==> config.mk <==
export PLATFORM = sky130hd
export DESIGN_NAME = text_event_message_parser
export DESIGN_NICKNAME = d
export VERILOG_FILES = /design/src/tev_pkg.sv /design/src/tev_classify.sv /design/src/tev_queue.sv /design/src/tev_parse.sv /design/src/text_event_message_parser.sv
export SDC_FILE = /design/constraint.sdc
export NUM_CORES = 1
export LEC_CHECK = 0
export BUFFER_PORTS_ARGS = -buffer_cell sky130_fd_sc_hd__buf_2
export CAP_MARGIN = 15
export CORE_MARGIN = 1.5
export CORE_UTILIZATION = 47
export CTS_BUF_LIST = sky130_fd_sc_hd__clkbuf_8
export CTS_CLUSTER_DIAMETER = 200
export DETAILED_ROUTE_END_ITERATION = 10
export PLACE_DENSITY = 0.64
export SLEW_MARGIN = 20
export SYNTH_ARGS = -nofsm -noshare
export SYNTH_HDL_FRONTEND = slang
export SYNTH_HIERARCHICAL = 1
export SYNTH_SLANG_ARGS = --single-unit
==> constraint.sdc <==
create_clock -name clk -period 20.3 [get_ports clk]
set_input_delay 2.03 -clock clk [delete_from_list [all_inputs] [get_ports clk]]
set_output_delay 2.03 -clock clk [all_outputs]
set_load 0.03 [all_outputs]
==> src/tev_pkg.sv <==
// ----------------------------------------------------------------------------
// tev_pkg
// shared types and constants of the text event message parser
// ----------------------------------------------------------------------------
package tev_pkg;

  localparam int COUNT_WIDTH  = 12;
  localparam int NUMBER_WIDTH = 31;
  localparam int MAXP_W       = 12;
  localparam int VAL_W        = NUMBER_WIDTH + 4;

  localparam logic [MAXP_W-1:0] MAXP_RESET = MAXP_W'(256);
  localparam logic [NUMBER_WIDTH-1:0] CNT_LIMIT =
    NUMBER_WIDTH'((64'd1 << COUNT_WIDTH) - 64'd1);

  // token queue between classifier and parser
  localparam int QDEPTH = 2;
  localparam int QPTR_W = (QDEPTH > 1) ? $clog2(QDEPTH) : 1;
  localparam int QCNT_W = $clog2(QDEPTH + 1);

  // result kinds carried on tuser
  localparam logic [1:0] ST_PAYLOAD = 2'd0;
  localparam logic [1:0] ST_DONE    = 2'd1;
  localparam logic [1:0] ST_BAD     = 2'd2;

  // character codes
  localparam logic [7:0] CH_ZERO    = 8'h30;
  localparam logic [7:0] CH_NINE    = 8'h39;
  localparam logic [7:0] CH_SPACE   = 8'h20;
  localparam logic [7:0] CH_NEWLINE = 8'h0a;

  localparam int DATA_BITS = 8 + 8 + 3 * NUMBER_WIDTH + COUNT_WIDTH + 8 + COUNT_WIDTH;
  localparam int TDATA_W   = ((DATA_BITS + 7) / 8) * 8;

  // classified input byte
  typedef struct packed {
    logic [7:0] raw;
    logic       is_digit;
    logic       is_space;
    logic       is_newline;
    logic [3:0] digit;
  } tok_t;

  // one result item
  typedef struct packed {
    logic [1:0]              status;
    logic [7:0]              origin;
    logic [7:0]              etype;
    logic [NUMBER_WIDTH-1:0] addr_start;
    logic [NUMBER_WIDTH-1:0] addr_end;
    logic [NUMBER_WIDTH-1:0] flags;
    logic [COUNT_WIDTH-1:0]  count;
    logic [7:0]              pbyte;
    logic [COUNT_WIDTH-1:0]  pindex;
    logic                    last;
  } res_t;

endpackage

==> src/tev_classify.sv <==
// ----------------------------------------------------------------------------
// tev_classify
// front end: sorts each incoming byte into digit, space, newline or other
// ----------------------------------------------------------------------------
module tev_classify (
  input  logic [7:0]    in_byte,
  output tev_pkg::tok_t tok
);
  import tev_pkg::*;

  logic [7:0] diff;

  // digit value and character class
  always_comb begin
    diff           = in_byte - CH_ZERO;
    tok.raw        = in_byte;
    tok.is_digit   = (in_byte >= CH_ZERO) && (in_byte <= CH_NINE);
    tok.is_space   = (in_byte == CH_SPACE);
    tok.is_newline = (in_byte == CH_NEWLINE);
    tok.digit      = diff[3:0];
  end

endmodule

==> src/tev_queue.sv <==
// ----------------------------------------------------------------------------
// tev_queue
// short token queue that decouples the classifier from the parser
// ----------------------------------------------------------------------------
module tev_queue (
  input  logic          clk,
  input  logic          rst_n,
  input  logic          push,
  input  tev_pkg::tok_t push_tok,
  output logic          full,
  input  logic          pop,
  output logic          not_empty,
  output tev_pkg::tok_t head_tok
);
  import tev_pkg::*;

  tok_t              mem_r [QDEPTH];
  logic [QPTR_W-1:0] wr_ptr_r, wr_ptr_nxt;
  logic [QPTR_W-1:0] rd_ptr_r, rd_ptr_nxt;
  logic [QCNT_W-1:0] cnt_r, cnt_nxt;

  assign full      = (cnt_r == QCNT_W'(QDEPTH));
  assign not_empty = (cnt_r != '0);
  assign head_tok  = mem_r[rd_ptr_r];

  // pointer and fill count update
  always_comb begin
    wr_ptr_nxt = wr_ptr_r;
    rd_ptr_nxt = rd_ptr_r;
    cnt_nxt    = cnt_r;
    if (push) begin
      wr_ptr_nxt = (wr_ptr_r == QPTR_W'(QDEPTH - 1)) ? '0 : wr_ptr_r + 1'b1;
    end
    if (pop) begin
      rd_ptr_nxt = (rd_ptr_r == QPTR_W'(QDEPTH - 1)) ? '0 : rd_ptr_r + 1'b1;
    end
    if (push && !pop) begin
      cnt_nxt = cnt_r + 1'b1;
    end else if (pop && !push) begin
      cnt_nxt = cnt_r - 1'b1;
    end
  end

  always_ff @(posedge clk) begin
    if (!rst_n) begin
      wr_ptr_r <= '0;
      rd_ptr_r <= '0;
      cnt_r    <= '0;
    end else begin
      wr_ptr_r <= wr_ptr_nxt;
      rd_ptr_r <= rd_ptr_nxt;
      cnt_r    <= cnt_nxt;
    end
  end

  // storage
  always_ff @(posedge clk) begin
    if (push) begin
      mem_r[wr_ptr_r] <= push_tok;
    end
  end

endmodule

==> src/tev_parse.sv <==
// ----------------------------------------------------------------------------
// tev_parse
// back end: message state machine, number accumulation and result register
// ----------------------------------------------------------------------------
module tev_parse (
  input  logic                        clk,
  input  logic                        rst_n,
  input  logic                        tok_valid,
  input  tev_pkg::tok_t               tok,
  output logic                        tok_pop,
  input  logic [tev_pkg::MAXP_W-1:0]  max_payload,
  output logic                        res_valid,
  input  logic                        res_ready,
  output tev_pkg::res_t               res
);
  import tev_pkg::*;

  localparam logic [2:0] PH_ORIGIN  = 3'd0;
  localparam logic [2:0] PH_TYPE    = 3'd1;
  localparam logic [2:0] PH_NUMBERS = 3'd2;
  localparam logic [2:0] PH_PAYLOAD = 3'd3;
  localparam logic [2:0] PH_NEWLINE = 3'd4;

  logic [2:0]              phase_r, phase_nxt;
  logic [NUMBER_WIDTH-1:0] acc_r, acc_nxt;
  logic [1:0]              idx_r, idx_nxt;
  logic [7:0]              origin_r, origin_nxt;
  logic [7:0]              etype_r, etype_nxt;
  logic [NUMBER_WIDTH-1:0] nums_r [3];
  logic [NUMBER_WIDTH-1:0] nums_nxt [3];
  logic [COUNT_WIDTH-1:0]  count_r, count_nxt;
  logic [COUNT_WIDTH-1:0]  pos_r, pos_nxt;
  logic                    skip_r, skip_nxt;
  logic                    out_valid_r;
  res_t                    res_r;

  logic                    fire;
  logic                    emit;
  logic [1:0]              emit_status;
  logic [VAL_W-1:0]        times_ten;
  logic                    too_big;
  logic                    bad;

  assign fire      = tok_valid && (!out_valid_r || res_ready);
  assign tok_pop   = fire;
  assign res_valid = out_valid_r;
  assign res       = res_r;

  // acc * 10 + digit as two shifted adds
  assign times_ten = (VAL_W'(acc_r) << 3) + (VAL_W'(acc_r) << 1) + VAL_W'(tok.digit);
  assign too_big   = (acc_r > NUMBER_WIDTH'(max_payload)) || (acc_r > CNT_LIMIT);

  // per-token state update
  always_comb begin
    phase_nxt   = phase_r;
    acc_nxt     = acc_r;
    idx_nxt     = idx_r;
    origin_nxt  = origin_r;
    etype_nxt   = etype_r;
    nums_nxt    = nums_r;
    count_nxt   = count_r;
    pos_nxt     = pos_r;
    skip_nxt    = skip_r;
    emit        = 1'b0;
    emit_status = ST_PAYLOAD;
    bad         = 1'b0;
    if (skip_r) begin
      if (tok.is_newline) begin
        skip_nxt  = 1'b0;
        phase_nxt = PH_ORIGIN;
      end
    end else begin
      case (phase_r)
        PH_ORIGIN: begin
          origin_nxt = tok.raw;
          etype_nxt  = '0;
          nums_nxt   = '{default: '0};
          count_nxt  = '0;
          acc_nxt    = '0;
          idx_nxt    = '0;
          pos_nxt    = '0;
          phase_nxt  = PH_TYPE;
        end
        PH_TYPE: begin
          etype_nxt = tok.raw;
          phase_nxt = PH_NUMBERS;
        end
        PH_NUMBERS: begin
          if (tok.is_digit) begin
            if (times_ten[VAL_W-1:NUMBER_WIDTH] != '0) begin
              bad = 1'b1;
            end else begin
              acc_nxt = times_ten[NUMBER_WIDTH-1:0];
            end
          end else if (!tok.is_space) begin
            bad = 1'b1;
          end else if (idx_r != 2'd3) begin
            nums_nxt[idx_r] = acc_r;
            idx_nxt         = idx_r + 2'd1;
            acc_nxt         = '0;
          end else if (too_big) begin
            bad = 1'b1;
          end else begin
            count_nxt = acc_r[COUNT_WIDTH-1:0];
            acc_nxt   = '0;
            pos_nxt   = '0;
            phase_nxt = (acc_r[COUNT_WIDTH-1:0] != '0) ? PH_PAYLOAD : PH_NEWLINE;
          end
        end
        PH_PAYLOAD: begin
          emit        = 1'b1;
          emit_status = ST_PAYLOAD;
          pos_nxt     = pos_r + 1'b1;
          if ((pos_r + 1'b1) >= count_r) begin
            phase_nxt = PH_NEWLINE;
          end
        end
        PH_NEWLINE: begin
          if (tok.is_newline) begin
            emit        = 1'b1;
            emit_status = ST_DONE;
            phase_nxt   = PH_ORIGIN;
          end else begin
            bad = 1'b1;
          end
        end
        default: begin
          // unused phase codes restart as an origin byte
          origin_nxt = tok.raw;
          etype_nxt  = '0;
          nums_nxt   = '{default: '0};
          count_nxt  = '0;
          acc_nxt    = '0;
          idx_nxt    = '0;
          pos_nxt    = '0;
          phase_nxt  = PH_TYPE;
        end
      endcase
      // malformed message: report and resync at the next newline
      if (bad) begin
        emit        = 1'b1;
        emit_status = ST_BAD;
        phase_nxt   = PH_ORIGIN;
        acc_nxt     = '0;
        skip_nxt    = !tok.is_newline;
      end
    end
  end

  // parse state
  always_ff @(posedge clk) begin
    if (!rst_n) begin
      phase_r  <= PH_ORIGIN;
      acc_r    <= '0;
      idx_r    <= '0;
      origin_r <= '0;
      etype_r  <= '0;
      nums_r   <= '{default: '0};
      count_r  <= '0;
      pos_r    <= '0;
      skip_r   <= 1'b0;
    end else if (fire) begin
      phase_r  <= phase_nxt;
      acc_r    <= acc_nxt;
      idx_r    <= idx_nxt;
      origin_r <= origin_nxt;
      etype_r  <= etype_nxt;
      nums_r   <= nums_nxt;
      count_r  <= count_nxt;
      pos_r    <= pos_nxt;
      skip_r   <= skip_nxt;
    end
  end

  // result valid flag
  always_ff @(posedge clk) begin
    if (!rst_n) begin
      out_valid_r <= 1'b0;
    end else if (fire && emit) begin
      out_valid_r <= 1'b1;
    end else if (res_ready) begin
      out_valid_r <= 1'b0;
    end
  end

  // result payload, header fields as they stood before this token
  always_ff @(posedge clk) begin
    if (fire && emit) begin
      res_r.status     <= emit_status;
      res_r.origin     <= origin_r;
      res_r.etype      <= etype_r;
      res_r.addr_start <= nums_r[0];
      res_r.addr_end   <= nums_r[1];
      res_r.flags      <= nums_r[2];
      res_r.count      <= count_r;
      res_r.pbyte      <= (emit_status == ST_PAYLOAD) ? tok.raw : 8'd0;
      res_r.pindex     <= (emit_status == ST_PAYLOAD) ? pos_r : '0;
      res_r.last       <= (emit_status != ST_PAYLOAD);
    end
  end

endmodule

==> src/text_event_message_parser.sv <==
// ----------------------------------------------------------------------------
// text_event_message_parser
// byte-stream parser for text event messages with per-byte payload results
// ----------------------------------------------------------------------------
// Takes one byte per cycle while the result side keeps up, and gives at
// most one result per byte. A byte is classified on entry, passes a
// two-entry token queue and is consumed by the parse state machine, whose
// result lands in an output register. When the output side is free, a
// byte's result is offered on out_tvalid once it has passed the queue entry
// and the output register. The combinational accumulate (acc * 10 + digit
// as shifted adds with an overflow check) sets the clock path. The queue
// keeps taking bytes while a finished result waits on out_tready, so input
// stalls only once the queue is full.
module text_event_message_parser (
  input  logic                        clk,
  input  logic                        rst_n,
  // tdata: [7:0] in_byte
  input  logic [7:0]                  in_tdata,
  input  logic                        in_tvalid,
  output logic                        in_tready,
  // tdata: [7:0] origin_code, [15:8] event_type, [46:16] addr_start,
  //        [77:47] addr_end, [108:78] flag_bits, [120:109] byte_count,
  //        [128:121] payload_byte, [140:129] payload_index, rest zero
  output logic [tev_pkg::TDATA_W-1:0] out_tdata,
  // tuser: [1:0] status
  output logic [1:0]                  out_tuser,
  output logic                        out_tlast,
  output logic                        out_tvalid,
  input  logic                        out_tready,
  input  logic                        cfg_wr_en,
  input  logic [tev_pkg::MAXP_W-1:0]  cfg_wr_data
);
  import tev_pkg::*;

  logic [MAXP_W-1:0] max_payload_r;
  tok_t              in_tok;
  tok_t              head_tok;
  logic              q_full;
  logic              q_not_empty;
  logic              q_pop;
  res_t              res;

  assign in_tready = !q_full;

  // max payload register
  always_ff @(posedge clk) begin
    if (!rst_n) begin
      max_payload_r <= MAXP_RESET;
    end else if (cfg_wr_en) begin
      max_payload_r <= cfg_wr_data;
    end
  end

  tev_classify u_classify (
    .in_byte (in_tdata),
    .tok     (in_tok)
  );

  tev_queue u_queue (
    .clk       (clk),
    .rst_n     (rst_n),
    .push      (in_tvalid && in_tready),
    .push_tok  (in_tok),
    .full      (q_full),
    .pop       (q_pop),
    .not_empty (q_not_empty),
    .head_tok  (head_tok)
  );

  tev_parse u_parse (
    .clk         (clk),
    .rst_n       (rst_n),
    .tok_valid   (q_not_empty),
    .tok         (head_tok),
    .tok_pop     (q_pop),
    .max_payload (max_payload_r),
    .res_valid   (out_tvalid),
    .res_ready   (out_tready),
    .res         (res)
  );

  // pack result fields, lowest field first
  assign out_tdata = TDATA_W'({res.pindex, res.pbyte, res.count, res.flags,
                               res.addr_end, res.addr_start, res.etype, res.origin});
  assign out_tuser = res.status;
  assign out_tlast = res.last;

endmodule

==> qor.csv <==
stage,metric,value,unit
sta,setup TNS,0,ns
clock_tree,cts repair resizes,0,
critical_path,worst stage delay on the critical path,0.80,ns
sta,fmax,196,MHz
clock_tree,total CTS buffers,56,
final_layout,"commonest non-fill, non-tap cell in the layout",dfxtp_1,
logic_synthesis,ys flop type,dfxtp_1,
routing,vias,10885,
critical_path,CP Buf/Inv Count,2,
global_route,largest net degree at the start of global routing,118,
critical_path,critical path's top delay family,compound AO/OA/AOI/OAI gates,
final_layout,Antenna diodes,0,
logic_synthesis,distinct cell type count after synthesis,68,
critical_path,worst r2r dst,u_parse/res[118],
logic_synthesis,"Seq/Total Area, Yosys",56.7,%
critical_path,Crit Path Max Fanout,80,
sta,Slew @ Worst Pin,1.08,ns
global_route,vias in the first global route,10518,
global_route,GR Util All Layers,20.1,%
floorplanning,Cell Rows,67,
critical_path,Worst EP required,20.50,ns
routing,via density per instance,5.31,
clock_tree,worst-skew pair later-pin latency,0.61,ns
sta,Final setup viols,0,
power_and_ir_drop,pwr dens,90.7,mW/mm^2
critical_path,Reg2Reg Setup Slack,15.21,ns
final_layout,FILL cells,2973,
clock_tree,hold_buf cts,0,
clock_tree,CTS tree,built,
floorplanning,die area,0.0348,mm^2
clock_tree,H-tree depth,2,
sta,crit path time final,5.09,ns
critical_path,Worst Path Arrival,5.29,ns
flow_run,Max Cap Viol,0,
logic_synthesis,post-synthesis simple-gate area fraction,14.0,%
critical_path,CP max stage cell,buf_4,
critical_path,type of the worst setup path,reg -> reg,
floorplanning,width of the chip,187,um
logic_synthesis,Synth Cell Area,0.0158,mm^2
power_and_ir_drop,Peak VDD IR,0.0616,mV
routing,routed wire length,35.4,mm
logic_synthesis,total of warnings raised by yosys,6,
clock_tree,"Reg clk slew, reported paths",0.06,ns
floorplanning,Die Span Y,187,um
final_layout,area of the multi-input gates,0.00631,mm^2
global_route,first-pass GRT wire length,56.9,mm
logic_synthesis,Gate Count Post-Synth,1397,
critical_path,crit-path most repeated cell,fa_1,
run_status,outcome,completed,
final_layout,Nets,1673,
logic_synthesis,Post-synth EDFFs,174,
floorplanning,number of top-level pins,174,
sta,Final Max Tran Viols,0,
critical_path,Worst setup EP type,flop,
global_route,antenna violations before repair,1,
routing,Iteration-0 DRC Markers,720,
sta,unrepaired setup endpoints after global routing,no,
critical_path,Worst Reg-to-Reg Cells,13,
clock_tree,setup bufs post-CTS,0,
routing,DR pass1 iterations,8,
placement,Final Wtd Congestion,0.864,
floorplanning,core footprint,0.0334,mm^2
critical_path,Crit path depth,13,
routing,Antenna Nets Post-Route,0,
logic_synthesis,Synth Area in XOR/XNOR,2.16,%
final_layout,layout cell share with drive strength beyond 1,18.5,%
sta,worst rel slew slack,27.9,%
final_layout,area grow syn2layout,14.5,%
placement,DP HPWL,23.2,mm
sta,Hold Slack,0.423,ns
sta,Final Hold Viols,0,
logic_synthesis,post-synthesis mux area share,2.79,%
logic_synthesis,largest family of logic cells by synthesized area,simple AND/OR/NAND/NOR gates,
final_layout,FF+latch area,0.00899,mm^2
routing,routed length per instance,17.2,um
clock_tree,Clock Sinks,362,
clock_tree,Max clock buf depth,3,
routing,DR DRC count,0,
floorplanning,initial cell density of the core,47.5,%
logic_synthesis,syn_area_per_cell,11.3,um^2
power_and_ir_drop,Leak,6.54,nW
hold_path,Hold Crit Class,reg -> reg,
sta,fin crit share,25.1,%
critical_path,sequence of cells on the critical path,mux2_2 > inv_1 > fa_1 > fa_1 > nor2b_1 > o31ai_1 > a21bo_2 > a2111oi_2 > o21ai_0 > o211ai_1 > o31ai_4 > a31oi_4 > buf_4,
logic_synthesis,Synth Area in Adders,7.44,%
global_route,GRT overflow,0,
sta,Clock Skew,0.0357,ns
logic_synthesis,compound-cell area share of the yosys netlist,13.2,%
logic_synthesis,asr flop ratio synth,0,%
clock_tree,CTS root buffer,clkbuf_8,
final_layout,most frequent cells in the layout,"dfxtp_1, edfxtp_1, buf_2, nor2b_1, nand2_1",
critical_path,CP startpoint kind,flop,
critical_path,critical path endpoint,u_parse/res[118],
logic_synthesis,Synth Register Bits,362,
placement,quantity of I/O buffers inserted on ports,170,
-- logic make-up after synthesis --
| family | Yosys count |
|---|---|
| other | 1 |
| and+or+nand+nor | 413 |
| xor gates and xnor gates | 39 |
| DFF | 362 |
| buffers and inverters | 136 |
| AOI/OAI and AO/OA | 311 |
| adders and majority gates | 93 |
| muxes | 42 |
-- cell usage after synthesis (3+ instances only) --
library cell  instances  share of area [%]
a211oi_1              6               0.28
a21boi_0             26                1.2
a21o_1               11               0.52
a21oi_1              51                1.6
a22oi_1              94                4.5
a31oi_1               6               0.24
and2_1               13               0.51
and3_1               19               0.75
buf_1                 7               0.17
buf_2                12               0.38
buf_4                16               0.76
clkbuf_1             50                1.2
dfxtp_1             188                 24
edfxtp_1            174                 33
ha_1                 91                7.2
inv_1                50                1.2
mux2_2               17                1.2
mux2i_1              25                1.6
nand2_1             104                2.5
nand2b_1             13               0.51
nand3_1              33                1.0
nand3b_1              7               0.33
nand4_1              10               0.39
nor2_1               38               0.90
nor2b_1             137                5.4
nor3_1               11               0.35
nor4_1                8               0.32
o211a_1               3               0.19
o211ai_1              4               0.19
o21a_1               15               0.71
o21ai_0              32                1.0
o21ai_1              32                1.0
o22ai_1               7               0.28
o31ai_1               5               0.24
or3_1                 5               0.20
or4_1                 3               0.14
xnor2_1              19                1.0
xor2_1               20                1.1
-- worst reg2reg max path: stages, from the launching register on --
cell and delay (ns):
dfxtp_1 0.75, mux2_2 0.41, inv_1 0.08, fa_1 0.43, fa_1 0.47, nor2b_1 0.17, o31ai_1 0.12, a21bo_2 0.24
a2111oi_2 0.47, o21ai_0 0.16, o211ai_1 0.16, o31ai_4 0.15, a31oi_4 0.20, buf_4 0.80
-- through the flow --
stage | total power (W) | worst slack, ns | cells | cell area [um^2] | util (%)
floorplan | 0.000985 | 8.54 | 1399 | 15900 | -
global placement | 0.00105 | 15.29 | 1945 | 17000 | 51.0
detailed placement | 0.00105 | 15.22 | 1945 | 17000 | 51.0
CTS | 0.00166 | 15.19 | 2051 | 18200 | 54.4
global route | 0.00172 | 14.84 | 2051 | 18200 | 54.4
finish | 0.00165 | 15.21 | 2051 | 18200 | 54.4
-- cell type report --
type                    instances  share of cell area, %
inverters                      50                   1.03
multi-input cells             901                   34.7
flip-flops and latches        362                   49.5
clock inverters                40                   1.35
clock buffers                  66                   5.00
repair buffers                184                   5.28
well taps                     448                   3.09
-- worst min path at each step --
stage / to / cells past startpoint / slack (ns) / from
2_1_floorplan: u_parse/res[134] / 0 / 0.41 / u_parse/origin_r[0]
5_1_grt: u_parse/res[126] / 0 / 0.44 / u_parse/etype_r[0]
3_5_place_dp: u_parse/res[133] / 0 / 0.42 / u_parse/etype_r[7]
4_1_cts: u_parse/res[97] / 0 / 0.41 / u_parse/nums_r[64]
6_report: u_parse/res[97] / 0 / 0.42 / u_parse/nums_r[64]
3_3_place_gp: u_parse/res[126] / 0 / 0.41 / u_parse/etype_r[0]
-- routing by layer --
metal	wire (um)	track usage, %	vias up
met5	0	0	-
met4	572	5.99	0
met3	1500	3.23	36
met2	15800	30.5	256
met1	17500	29.6	5237
li1	-	-	5356
-- report_power, final --
part           switching (W)  internal (W)  total (W)  leakage (nW)
clock network       0.000275      0.000334   0.000609         0.669
logic               0.000160     0.0000722   0.000232          3.00
registers          0.0000148      0.000790   0.000805          2.86
-- state kept, by name (all words and copies together) (netlist names), named ones only --
| name | flops |
|---|---|
| u_parse/res | 144 |
| u_parse/nums_r | 93 |
| u_parse/acc_r | 31 |
| u_queue/mem_r | 30 |
| max_payload_r | 12 |
| u_parse/count_r | 12 |
| u_parse/pos_r | 12 |
| u_parse/etype_r | 8 |
| u_parse/origin_r | 8 |
| u_parse/phase_r | 3 |
| u_parse/idx_r | 2 |
| u_queue/cnt_r | 2 |
| u_parse/res_valid | 1 |
| u_parse/skip_r | 1 |
| u_queue/rd_ptr_r | 1 |
| u_queue/wr_ptr_r | 1 |
(Power assumes the default switching activity.)
